==> src/rtl/aesp_pkg.sv <==
// Shared types and constants for the ANSI escape sequence parser.
package aesp_pkg;

  typedef logic [2:0] kind_t;

  // Event kinds
  localparam kind_t EV_RESET    = 3'd0;
  localparam kind_t EV_CLEAR    = 3'd1;
  localparam kind_t EV_POS      = 3'd2;
  localparam kind_t EV_BOLD_ON  = 3'd3;
  localparam kind_t EV_BOLD_OFF = 3'd4;
  localparam kind_t EV_COLOUR   = 3'd5;
  localparam kind_t EV_UNKNOWN  = 3'd6;

  // Parser modes
  localparam logic [1:0] MODE_NORMAL = 2'd0;
  localparam logic [1:0] MODE_ESCAPE = 2'd1;
  localparam logic [1:0] MODE_CSI    = 2'd2;
  localparam logic [1:0] MODE_OSC    = 2'd3;

  // Buffer classes
  localparam logic [1:0] CLASS_EMPTY = 2'd0;
  localparam logic [1:0] CLASS_ZERO  = 2'd1;
  localparam logic [1:0] CLASS_OTHER = 2'd2;

  // Byte codes
  localparam logic [7:0] CH_BEL     = 8'h07;
  localparam logic [7:0] CH_ESC     = 8'h1B;
  localparam logic [7:0] CH_SEMI    = 8'h3B;
  localparam logic [7:0] CH_0       = 8'h30;
  localparam logic [7:0] CH_9       = 8'h39;
  localparam logic [7:0] CH_LBRACK  = 8'h5B;
  localparam logic [7:0] CH_RBRACK  = 8'h5D;
  localparam logic [7:0] CH_LOWER_C = 8'h63;
  localparam logic [7:0] CH_H       = 8'h48;
  localparam logic [7:0] CH_J       = 8'h4A;
  localparam logic [7:0] CH_M       = 8'h6D;
  localparam logic [7:0] FINAL_LO   = 8'h40;
  localparam logic [7:0] FINAL_HI   = 8'h7E;

  // Attribute codes
  localparam logic [15:0] ATTR_RESET    = 16'd0;
  localparam logic [15:0] ATTR_BOLD     = 16'd1;
  localparam logic [15:0] ATTR_NORMAL   = 16'd22;
  localparam logic [15:0] ATTR_COLOUR_LO = 16'd30;
  localparam logic [15:0] ATTR_COLOUR_HI = 16'd37;

  localparam logic [15:0] VALUE_MAX   = 16'hFFFF;
  localparam logic [4:0]  EVENT_LIMIT = 5'd16;

  typedef struct packed {
    kind_t       kind;
    logic [15:0] row;
    logic [15:0] col;
    logic [2:0]  colour;
    logic [7:0]  fb;
  } event_t;

endpackage

==> src/rtl/ansi_escape_sequence_parser_top.sv <==
// Top level of the ANSI / VT100 escape sequence parser.
//
//  channel | direction | handshake          | payload
//  --------+-----------+--------------------+----------------------------------------
//  in      | sink      | in_valid/in_stall  | data_byte
//  out     | source    | out_valid/out_stall| event_kind, cursor_row, cursor_col,
//          |           |                    | colour_index, final_byte, last_event
//
// Ordinary bytes are accepted while the sequencer is idle and the output is free. A CSI
// 'm' or 'H' final byte starts a walk over the parameter RAM: 'm' reads every stored
// parameter, 'H' only the first one or two. Each read passes ISSUE then DATA (registered
// RAM read), and FLUSH emits the last event. ESC c emits its three events in turn.
// Reset (synchronous, rst high) clears all control state; the parameter RAM is not
// cleared, only entries below the parameter count are ever read.
// A stalled output holds its event, and holds off the input; further events wait in a
// one-entry hold register.
module ansi_escape_sequence_parser_top #(
  parameter int MAX_PARAMS = 16
) (
  input  logic                 clk,
  input  logic                 rst,
  input  logic                 in_valid,
  output logic                 in_stall,
  input  logic [7:0]           data_byte,
  output logic                 out_valid,
  input  logic                 out_stall,
  output aesp_pkg::kind_t      event_kind,
  output logic [15:0]          cursor_row,
  output logic [15:0]          cursor_col,
  output logic [2:0]           colour_index,
  output logic [7:0]           final_byte,
  output logic                 last_event
);
  import aesp_pkg::*;

  localparam int AW = $clog2(MAX_PARAMS > 1 ? MAX_PARAMS : 2);
  localparam int CW = $clog2(MAX_PARAMS + 1);
  localparam logic [CW-1:0] MAXP = CW'(MAX_PARAMS);

  // Sequencer states
  localparam logic [2:0] ST_IDLE   = 3'd0;
  localparam logic [2:0] ST_ESCRST = 3'd1;
  localparam logic [2:0] ST_ISSUE  = 3'd2;
  localparam logic [2:0] ST_DATA   = 3'd3;
  localparam logic [2:0] ST_FLUSH  = 3'd4;

  logic [2:0]    state;
  logic [1:0]    mode;
  logic [CW-1:0] count;
  logic [15:0]   cur_val;
  logic          cur_inv;
  logic [1:0]    bclass;
  logic [CW-1:0] total;
  logic [CW-1:0] idx;
  logic          is_pos;
  logic          rst_step;
  logic          hold_valid;
  event_t        hold;
  logic [4:0]    ev_cnt;

  logic          out_free;
  logic          take;
  logic          is_final;
  logic          is_digit;
  logic [3:0]    digit;
  logic [19:0]   prod;
  logic          can_commit;
  logic [15:0]   commit_val;
  logic          ram_we;
  logic          ram_re;
  logic [15:0]   rdata;
  logic [CW-1:0] idx_inc;

  // attribute decode of the word just read
  logic          m_hit;
  kind_t         m_kind;
  logic [2:0]    m_diff;
  logic          rec;
  logic          blocked;

  // output load
  logic          load_en;
  event_t        load_ev;
  logic          load_last;

  assign out_free   = !out_valid || !out_stall;
  assign in_stall   = !((state == ST_IDLE) && out_free);
  assign take       = in_valid && !in_stall;
  assign is_final   = data_byte inside {[FINAL_LO:FINAL_HI]};
  assign is_digit   = data_byte inside {[CH_0:CH_9]};
  // low nibble of an ASCII digit is its value
  assign digit      = data_byte[3:0];
  // value * 10 + digit, by shifts
  assign prod       = (20'(cur_val) << 3) + (20'(cur_val) << 1) + 20'(digit);
  assign can_commit = count < MAXP;
  assign commit_val = cur_inv ? 16'd0 : cur_val;
  assign idx_inc    = idx + CW'(1);

  assign ram_we = take && (mode == MODE_CSI) && (is_final || data_byte == CH_SEMI)
                  && can_commit;
  assign ram_re = (state == ST_ISSUE);

  aesp_ram #(
    .WIDTH (16),
    .DEPTH (MAX_PARAMS)
  ) u_param_ram (
    .clk   (clk),
    .we    (ram_we),
    .waddr (count[AW-1:0]),
    .wdata (commit_val),
    .re    (ram_re),
    .raddr (idx[AW-1:0]),
    .rdata (rdata)
  );

  assign m_diff = 3'(rdata - ATTR_COLOUR_LO);

  always_comb begin
    m_hit  = 1'b1;
    m_kind = EV_RESET;
    if (rdata == ATTR_RESET) begin
      m_kind = EV_RESET;
    end else if (rdata == ATTR_BOLD) begin
      m_kind = EV_BOLD_ON;
    end else if (rdata == ATTR_NORMAL) begin
      m_kind = EV_BOLD_OFF;
    end else if (rdata >= ATTR_COLOUR_LO && rdata <= ATTR_COLOUR_HI) begin
      m_kind = EV_COLOUR;
    end else begin
      m_hit  = 1'b0;
    end
  end

  // an attribute event is recorded only below the per-byte event limit
  assign rec     = !is_pos && m_hit && (ev_cnt < EVENT_LIMIT);
  assign blocked = rec && hold_valid && !out_free;

  // What goes into the output register this cycle
  always_comb begin
    load_en   = 1'b0;
    load_ev   = '0;
    load_last = 1'b0;
    case (state)
      ST_IDLE: begin
        if (take && mode == MODE_ESCAPE && data_byte == CH_LOWER_C) begin
          load_en      = 1'b1;
          load_ev.kind = EV_RESET;
        end else if (take && mode == MODE_CSI && is_final) begin
          if (data_byte == CH_J) begin
            if (bclass != CLASS_OTHER) begin
              load_en      = 1'b1;
              load_ev.kind = EV_CLEAR;
              load_last    = 1'b1;
            end
          end else if (data_byte != CH_H && data_byte != CH_M) begin
            load_en      = 1'b1;
            load_ev.kind = EV_UNKNOWN;
            load_ev.fb   = data_byte;
            load_last    = 1'b1;
          end
        end
      end
      ST_ESCRST: begin
        if (out_free) begin
          load_en = 1'b1;
          if (rst_step) begin
            load_ev.kind = EV_POS;
            load_ev.row  = 16'd1;
            load_ev.col  = 16'd1;
            load_last    = 1'b1;
          end else begin
            load_ev.kind = EV_CLEAR;
          end
        end
      end
      ST_DATA: begin
        if (rec && hold_valid && out_free) begin
          load_en = 1'b1;
          load_ev = hold;
        end
      end
      ST_FLUSH: begin
        if (hold_valid && out_free) begin
          load_en   = 1'b1;
          load_ev   = hold;
          load_last = 1'b1;
        end
      end
      default: begin
        load_en = 1'b0;
      end
    endcase
  end

  // Output register
  always_ff @(posedge clk) begin
    if (rst) begin
      out_valid <= 1'b0;
    end else if (load_en) begin
      out_valid <= 1'b1;
    end else if (!out_stall) begin
      out_valid <= 1'b0;
    end
  end

  always_ff @(posedge clk) begin
    if (load_en) begin
      event_kind   <= load_ev.kind;
      cursor_row   <= load_ev.row;
      cursor_col   <= load_ev.col;
      colour_index <= load_ev.colour;
      final_byte   <= load_ev.fb;
      last_event   <= load_last;
    end
  end

  // Parser and sequencer
  always_ff @(posedge clk) begin
    if (rst) begin
      state      <= ST_IDLE;
      mode       <= MODE_NORMAL;
      count      <= '0;
      cur_val    <= '0;
      cur_inv    <= 1'b0;
      bclass     <= CLASS_EMPTY;
      total      <= '0;
      idx        <= '0;
      is_pos     <= 1'b0;
      rst_step   <= 1'b0;
      hold_valid <= 1'b0;
      ev_cnt     <= '0;
    end else begin
      case (state)
        ST_IDLE: begin
          if (take) begin
            case (mode)
              MODE_NORMAL: begin
                if (data_byte == CH_ESC) begin
                  mode    <= MODE_ESCAPE;
                  count   <= '0;
                  cur_val <= '0;
                  cur_inv <= 1'b0;
                  bclass  <= CLASS_EMPTY;
                end
              end
              MODE_ESCAPE: begin
                if (data_byte == CH_LBRACK) begin
                  mode    <= MODE_CSI;
                  count   <= '0;
                  cur_val <= '0;
                  cur_inv <= 1'b0;
                  bclass  <= CLASS_EMPTY;
                end else if (data_byte == CH_RBRACK) begin
                  mode <= MODE_OSC;
                end else begin
                  if (data_byte == CH_LOWER_C) begin
                    count    <= '0;
                    cur_val  <= '0;
                    cur_inv  <= 1'b0;
                    bclass   <= CLASS_EMPTY;
                    rst_step <= 1'b0;
                    state    <= ST_ESCRST;
                  end
                  mode <= MODE_NORMAL;
                end
              end
              MODE_CSI: begin
                if (is_final) begin
                  // final commit, then the walk reads what was stored
                  total   <= can_commit ? count + CW'(1) : count;
                  mode    <= MODE_NORMAL;
                  count   <= '0;
                  cur_val <= '0;
                  cur_inv <= 1'b0;
                  bclass  <= CLASS_EMPTY;
                  if (data_byte == CH_H || data_byte == CH_M) begin
                    idx        <= '0;
                    is_pos     <= (data_byte == CH_H);
                    ev_cnt     <= '0;
                    hold_valid <= 1'b0;
                    state      <= ST_ISSUE;
                  end
                end else begin
                  if (bclass == CLASS_EMPTY && data_byte == CH_0) begin
                    bclass <= CLASS_ZERO;
                  end else begin
                    bclass <= CLASS_OTHER;
                  end
                  if (data_byte == CH_SEMI) begin
                    if (can_commit) begin
                      count <= count + CW'(1);
                    end
                    cur_val <= '0;
                    cur_inv <= 1'b0;
                  end else if (is_digit) begin
                    if (!cur_inv) begin
                      if (prod > 20'(VALUE_MAX)) begin
                        cur_inv <= 1'b1;
                        cur_val <= '0;
                      end else begin
                        cur_val <= prod[15:0];
                      end
                    end
                  end else begin
                    cur_inv <= 1'b1;
                  end
                end
              end
              default: begin
                // OSC: swallow until BEL or ESC
                if (data_byte == CH_BEL || data_byte == CH_ESC) begin
                  mode    <= MODE_NORMAL;
                  count   <= '0;
                  cur_val <= '0;
                  cur_inv <= 1'b0;
                  bclass  <= CLASS_EMPTY;
                end
              end
            endcase
          end
        end
        ST_ESCRST: begin
          if (out_free) begin
            if (rst_step) begin
              state <= ST_IDLE;
            end
            rst_step <= 1'b1;
          end
        end
        ST_ISSUE: begin
          state <= ST_DATA;
        end
        ST_DATA: begin
          if (is_pos) begin
            if (idx == '0) begin
              hold.kind   <= EV_POS;
              hold.row    <= rdata;
              hold.colour <= '0;
              hold.fb     <= '0;
              if (total >= CW'(2)) begin
                idx   <= idx_inc;
                state <= ST_ISSUE;
              end else begin
                hold.col   <= 16'd1;
                hold_valid <= 1'b1;
                state      <= ST_FLUSH;
              end
            end else begin
              hold.col   <= rdata;
              hold_valid <= 1'b1;
              state      <= ST_FLUSH;
            end
          end else if (!blocked) begin
            if (rec) begin
              hold.kind   <= m_kind;
              hold.row    <= '0;
              hold.col    <= '0;
              hold.colour <= (m_kind == EV_COLOUR) ? m_diff : 3'd0;
              hold.fb     <= '0;
              hold_valid  <= 1'b1;
              ev_cnt      <= ev_cnt + 5'd1;
            end
            idx <= idx_inc;
            if (idx_inc == total) begin
              state <= ST_FLUSH;
            end else begin
              state <= ST_ISSUE;
            end
          end
        end
        ST_FLUSH: begin
          if (!hold_valid) begin
            state <= ST_IDLE;
          end else if (out_free) begin
            hold_valid <= 1'b0;
            state      <= ST_IDLE;
          end
        end
        default: begin
          state <= ST_IDLE;
        end
      endcase
    end
  end

endmodule

==> src/rtl/aesp_ram.sv <==
// Generic single-port-write, registered-read RAM.
module aesp_ram #(
  parameter int WIDTH = 16,
  parameter int DEPTH = 16
) (
  input  logic                             clk,
  input  logic                             we,
  input  logic [$clog2(DEPTH > 1 ? DEPTH : 2)-1:0] waddr,
  input  logic [WIDTH-1:0]                 wdata,
  input  logic                             re,
  input  logic [$clog2(DEPTH > 1 ? DEPTH : 2)-1:0] raddr,
  output logic [WIDTH-1:0]                 rdata
);

  logic [WIDTH-1:0] mem [DEPTH];

  always_ff @(posedge clk) begin
    if (we) begin
      mem[waddr] <= wdata;
    end
    if (re) begin
      rdata <= mem[raddr];
    end
  end

endmodule

==> config.mk <==
export PLATFORM = sky130hd
export DESIGN_NAME = ansi_escape_sequence_parser_top
export DESIGN_NICKNAME = d
export VERILOG_FILES = /design/src/rtl/aesp_pkg.sv /design/src/rtl/ansi_escape_sequence_parser_top.sv /design/src/rtl/aesp_ram.sv
export SDC_FILE = /design/constraint.sdc
export NUM_CORES = 1
export LEC_CHECK = 0
export BUFFER_PORTS_ARGS = -buffer_cell sky130_fd_sc_hd__buf_2
export CAP_MARGIN = 20
export CORE_ASPECT_RATIO = 1.4
export CORE_UTILIZATION = 60
export CTS_BUF_LIST = sky130_fd_sc_hd__clkbuf_4 sky130_fd_sc_hd__clkbuf_8
export DETAILED_ROUTE_END_ITERATION = 12
export GPL_TIMING_DRIVEN = 0
export PLACE_DENSITY = 0.78
export RECOVER_POWER = 100
export SLEW_MARGIN = 25
export SYNTH_ARGS = -nofsm -noshare
export SYNTH_HDL_FRONTEND = slang
export SYNTH_SLANG_ARGS = --single-unit
==> constraint.sdc <==
create_clock -name clk -period 10.9 [get_ports clk]
set_clock_uncertainty 0.1 [all_clocks]
set_input_delay 0 -clock clk [delete_from_list [all_inputs] [get_ports clk]]
set_output_delay 0 -clock clk [all_outputs]
set_load 0.01 [all_outputs]
==> flow_summary_export.csv, run 1 <==
group,metric,value,unit
setup_path,rr_startpoint,"u_param_ram.rdata[11]",
clock_network,cts_root_buf,"clkbuf_8",
synthesis,synthesis.nets,1127,
clock_network,clock_latency,0.62,ns
synthesis,synthCells,1072,
placed_design,gp_congestion,0.866,
synthesis,ys_ff_latch,405,
drt,wl,36.9,mm
timing,finalMaxSlewViolations,209,
synthesis,synth.area.top_cells,"edfxtp_1, mux4_2, dfxtp_1",
drt,drt_iter0_markers,898,
synthesis,ys_seq_area_frac,0.676,
synthesis,synth_area_per_cell,16.1,um2
synthesis,ys_types,74,
clock_network,numClockSinks,405,
drt,routed_via_density,6.05,
grt,antenna_found_initial,0,
grt,grt_overflow,0,
setup_path,path_class,"reg -> reg",
clock_network,cts_hold_buffers,17,
synthesis,syn_area,0.0173,mm2
timing,rsz0062_at_grt,"no",
floorplanning,num_rows,73,
clock_network,postCtsSetupBuffers,0,
cells_and_area,n_fill_cell,1887,
floorplanning,die_w,145,um
outcome,status,"finished, violations left",
cells_and_area,antennaDiodeCount,0,
outcome,violations,"capacitance limit, slew limit",
clock_network,ctsResizeCount,0,
floorplanning,dieHeight,203,um
setup_path,crit_start,"u_param_ram.rdata[11]",
floorplanning,pin_count,61,
worst_hold_path,hold_path.class,"in -> reg",
grt,grt_pass1_vias,9905,
drt,routed-via-count,9920,
setup_path,arrival,6.10,ns
setup_path,worstSetupEndpointType,"flop",
timing,fin_setup_tns,0,ns
cells_and_area,final_nets,1272,
clock_network,tritoncts,"done",
floorplanning,start_util,0.610,
cells_and_area,area_delta_synth_final,11.6,%
job,drv_cap,12,
setup_path,cp-start-kind,"flop",
drt,wl_per_cell,22.5,um
setup_path,cp_max_fo,27,
timing,finalCriticalPeriod,5.98,ns
synthesis,yosys_most_used_dff,"edfxtp_1",
power,p_leak,7.02,nW
clock_network,path_clk_slew,0.07,ns
cells_and_area,register_area,0.0117,mm2
grt,grt_max_degree,28,
timing,timing.final.hold_violations,0,
placed_design,io_buffers,59,
power,irDropWorstVdd,0.106,mV
timing,finalSetupViolCount,0,
drt,firstDrtPassIters,5,
clock_network,cts_max_path_buffers,3,
clock_network,numCtsBuffers,56,
synthesis,synth.top_cell.area_share,0.621,
worst_hold_path,hp-start,"out_stall",
timing,fmax,0.167,GHz
grt,grt_pass1_wl,56.1,mm
timing,period_share,0.548,
floorplanning,dieArea,0.0295,mm2
synthesis,synth-edff-count,357,
power,cellPowerDensity,153,mW/mm2
grt,globalRouteTotalUtil,0.257,
synthesis,yosys_warnings,0,
timing,max_slew.worst_pin.slew,2.82,ns
cells_and_area,fin_util,0.681,
synthesis,synthArstFlopShare,0,
synthesis,synth_area_leader_cell,"edfxtp_1",
timing,slew_headroom,-0.897,
drt,antenna_left,0,
placed_design,place_hpwl,24.4,mm
clock_network,htreeDepth,2,
floorplanning,coreArea,0.0283,mm2
drt,route.detailed.drc,0,
cells_and_area,multi_input_area,0.00523,mm2
setup_path,cp.required,11.02,ns
cells_and_area,drive_gt1_frac,0.153,
## worst paths after layout
path / to / slack, ns / cells after the start
setup / recovery: cursor_col[14] / 4.92 / 6
hold / removal: state[1] / 0.27 / 4
setup reg to reg: cursor_col[14] / 4.92 / 6
hold reg to reg: total[0] / 0.39 / 2
## placed cells by master, fill, tap and decap left out, types with 12 or more instances in the layout
master	instances
clkbuf_8	56
ha_1	41
clkinv_1	16
clkbuf_1	104
a21oi_1	36
dfxtp_1	48
nor3_1	14
dlygate4sd3_1	17
inv_1	31
clkinv_2	12
nor2b_1	23
xor2_1	13
o21ai_0	28
nand2_1	36
and2_1	22
mux4_2	80
and2_0	66
edfxtp_1	357
clkbuf_4	15
a22o_1	16
nor2_1	43
nand4_1	14
## cell type report
| class | count | area share |
|---|---|---|
| well taps | 375 | 0.0243 |
| clock buffers | 71 | 0.0458 |
| plain buffers | 52 | 0.0106 |
| repair buffers | 87 | 0.0234 |
| multi-input cells | 584 | 0.271 |
| inverters | 31 | 0.00603 |
| flip-flops and latches | 405 | 0.606 |
| clock inverters | 34 | 0.0130 |
## critical path, cell delays in order (launching register included)
cell and delay [ns]:
edfxtp_1 0.41, nor4_1 0.80, nand4_1 0.23, a311oi_1 0.67, nor2_1 0.14, o21ai_0 2.14, clkbuf_1 1.08
## registers in the layout (all words and copies together) (netlist names), 3 cells and up
register           cells
u_param_ram.rdata     16
final_byte             8
count                  5
colour_index           3
cur_val               16
total                  5
state                  3
u_param_ram.mem      256
cursor_row            16
ev_cnt                 5
idx                    5
event_kind             3
hold                  38
cursor_col            16
## cell families (layout without fill, tap and decap cells)
logic type,Yosys count,count (layout),share of synthesized area
flops,405,405,0.676
simple gates,291,291,0.0965
compound gates,143,143,0.0575
mux,84,84,0.107
buf+inv,83,275,0.0196
fa+ha+maj,43,43,0.0320
xor+xnor,22,22,0.0112
other cells,1,1,0.000217
## metal layers
layer / up-vias / global-route usage / part of all wire
met5: - / 0 / 0
met4: 0 / 0.119 / 0.043
met3: 109 / 0.0402 / 0.058
met2: 418 / 0.473 / 0.54
met1: 4895 / 0.295 / 0.36
li1: 4498 / - / -
## synthesized netlist by cell type (6+ instances only)
cell and n:
nor2_1 43, nand2_1 36, nor2b_1 23, and2_1 87
buf_1 6, clkbuf_1 36, a31oi_1 9, a22o_1 16
nor3_1 14, or3_1 8, xor2_1 13, nor3b_1 6
a21oi_1 36, nor4_1 8, xnor2_1 9, edfxtp_1 357
inv_1 31, mux4_2 80, a21o_1 7, dfxtp_1 48
nand2b_1 8, ha_1 41, a211oi_1 7, nand4_1 14
nand3_1 11, o21ai_0 28
## report_power, final
group          internal, W  leakage, nW  switching, W  total (W)
logic            0.0000229         2.12     0.0000516  0.0000745
registers          0.00169         4.30    0.00000840    0.00170
clock network     0.000610        0.600      0.000561    0.00117
total              0.00232         7.02      0.000621    0.00294
## per-stage QoR
stage	std cells	power, W	area (um2)	setup WS, ns	hold slack [ns]
6_report	1639	0.00294	19300	4.92	0.268
2_1_floorplan	1072	0.00178	17300	5.32	0.144
3_5_place_dp	1515	0.00181	18200	6.93	0.307
3_3_place_gp	1506	0.00181	18000	3.90	0.307
4_1_cts	1637	0.00296	19500	6.88	0.215
5_1_grt	1639	0.00303	19300	4.44	0.298
(Power assumes the default switching activity.)
==> run 2: changes to the inputs <==
--- a/config.mk
+++ b/config.mk
@@ -8,7 +8,7 @@
 export BUFFER_PORTS_ARGS = -buffer_cell sky130_fd_sc_hd__buf_2
 export CAP_MARGIN = 20
 export CORE_ASPECT_RATIO = 1.4
-export CORE_UTILIZATION = 60
+export CORE_UTILIZATION = 58
 export CTS_BUF_LIST = sky130_fd_sc_hd__clkbuf_4 sky130_fd_sc_hd__clkbuf_8
 export DETAILED_ROUTE_END_ITERATION = 12
 export GPL_TIMING_DRIVEN = 0
==> constraint.sdc (replaced) <==
create_clock -name clk -period 5.2 [get_ports clk]
set_clock_uncertainty 0.1 [all_clocks]
set_input_delay 0 -clock clk [delete_from_list [all_inputs] [get_ports clk]]
set_output_delay 0 -clock clk [all_outputs]
set_load 0.01 [all_outputs]
==> flow_summary_export.csv, run 2 (synthesis gave the netlist of run 1 again) <==
group,metric,value,unit
timing,period_share,0.820,
setup_path,worstReg2RegEnd,"hold[25]",
clock_network,htreeDepth,2,
placed_design,io_buffers,59,
timing,worst_slack,0.938,ns
setup_path,worstSetupEndpointType,"flop",
power,cellPowerDensity,315,mW/mm2
power,total_power,0.00606,W
power,irDropWorstVdd,0.178,mV
grt,grt_max_degree,27,
drt,route.detailed.drc,0,
cells_and_area,antennaDiodeCount,0,
clock_network,tritoncts,"done",
timing,finalMaxSlewViolations,51,
drt,routed_via_density,6.13,
setup_path,path_class,"reg -> reg",
clock_network,cts_root_buf,"clkbuf_8",
cells_and_area,n_fill_cell,2020,
drt,drt_iter0_markers,817,
placed_design,placedCellCount,1520,
drt,wl_per_cell,22.8,um
floorplanning,coreArea,0.0293,mm2
clock_network,numCtsBuffers,56,
timing,finalSetupViolCount,0,
floorplanning,start_util,0.590,
clock_network,ctsResizeCount,0,
outcome,violations,"capacitance limit, slew limit",
setup_path,rrSetupSlack,0.94,ns
cells_and_area,final_nets,1270,
worst_hold_path,hp-start,"data_byte[1]",
grt,antenna_found_initial,0,
cells_and_area,drive_gt1_frac,0.162,
timing,hold-worst-slack,0.270,ns
clock_network,numClockSinks,405,
timing,finalCriticalPeriod,4.26,ns
worst_hold_path,hold_path.class,"in -> reg",
drt,wl,37.4,mm
setup_path,cp-start-kind,"flop",
job,drv_cap,3,
floorplanning,dieHeight,206,um
cells_and_area,final_cells,1637,
drt,routed-via-count,10033,
placed_design,pre_cts_slack,1.30,ns
grt,grt_overflow,0,
floorplanning,dieArea,0.0305,mm2
floorplanning,pin_count,61,
cells_and_area,stdcell_area,0.0193,mm2
cells_and_area,largest_reg_flops,256,
drt,firstDrtPassIters,5,
cells_and_area,layout_common_cells,"edfxtp_1, clkbuf_1, mux4_2",
timing,timing.final.hold_violations,0,
placed_design,place_hpwl,25.5,mm
outcome,status,"finished, violations left",
setup_path,rr_worst_depth,11,
grt,grt_pass1_wl,56.9,mm
timing,max_slew.worst_pin.slew,1.61,ns
floorplanning,num_rows,74,
grt,grt_pass1_vias,10174,
cells_and_area,area_delta_synth_final,11.5,%
clock_network,path_clk_slew,0.06,ns
setup_path,cp_max_fo,10,
placed_design,gp_congestion,0.923,
worst_hold_path,whs_path_depth,4,
placed_design,dpl_cell_area,0.0182,mm2
grt,globalRouteTotalUtil,0.254,
timing,rsz0062_at_grt,"no",
clock_network,clock_latency,0.62,ns
worst_hold_path,holdPathEnd,"cur_val[1]",
cells_and_area,final_common_cell,"edfxtp_1",
setup_path,rr_startpoint,"idx[0]",
timing,fmax,0.235,GHz
setup_path,arrival,4.48,ns
floorplanning,die_w,148,um
cells_and_area,largest_registers,"u_param_ram.mem (256), hold (38)",
cells_and_area,top_register,"u_param_ram.mem",
clock_network,cts_max_path_buffers,3,
timing,slew_headroom,-0.0751,
power,p_leak,7.02,nW
setup_path,cp.required,5.42,ns
drt,antenna_left,0,
## run 2: cell count changes in the layout (fill, tap and decap cells not counted), moves of 3 or more
cell / before / now
clkbuf_1: 104 / 98
clkinv_1: 16 / 11
clkinv_2: 12 / 5
clkbuf_4: 15 / 26
buf_2: 10 / 16
bufinv_16: 3 / 0
## run 2: per-layer routing
layer,part of all wire,global-route usage
met2,0.55,0.482
met3,0.052,0.0351
met1,0.36,0.285
met5,0,0
met4,0.034,0.0998
## run 2: worst max path at each step
stage | cells after the start | startpoint | to | slack (ns)
2_1_floorplan | 8 | idx[0] | hold[11] | 0.002
3_3_place_gp | 8 | idx[0] | hold[26] | -1.87
3_5_place_dp | 11 | idx[0] | hold[25] | 1.30
4_1_cts | 11 | idx[0] | hold[25] | 1.31
5_1_grt | 11 | idx[0] | hold[25] | 0.51
6_report | 11 | idx[0] | hold[25] | 0.94
## run 2: final cells by class
class | count | area [um2] | area share
buffer | 52 | 206 | 0.0107
multi-input combinational | 584 | 5260 | 0.273
sequential | 405 | 11700 | 0.607
clock buffer | 82 | 966 | 0.0502
tap | 380 | 475 | 0.0247
timing repair buffer | 85 | 454 | 0.0236
inverter | 31 | 116 | 0.00604
clock inverter | 18 | 93.8 | 0.00487
## run 2: report_power, final
part,switching [W],internal (W),leakage [nW]
Clock,0.00114,0.00119,0.572
Sequential,0.0000200,0.00354,4.30
Combinational,0.000113,0.0000549,2.15
Total,0.00128,0.00479,7.02
## run 2: through the flow
stage,setup TNS [ns],util
after global placement,-53.31,0.617
after global routing,0,0.658
after CTS,0,0.662
after detailed placement,0,0.621
final,0,0.658
after floorplan,0,-
## run 2: worst max-delay path: stages (launching register included)
cell       delay [ns]
dfxtp_1          0.36
clkbuf_1         0.21
clkbuf_1         0.80
clkbuf_1         0.65
inv_1            0.10
ha_1             0.21
nor4b_1          0.18
o41a_1           0.16
a2111oi_2        0.51
buf_2            0.27
buf_2            0.21
buf_2            0.21
## run 2: what timing repair did
action / CTS / global route
buffers inserted: 0 / 0
hold buffers: 15 / 0
endpoints found under the hold margin: 40 / 0
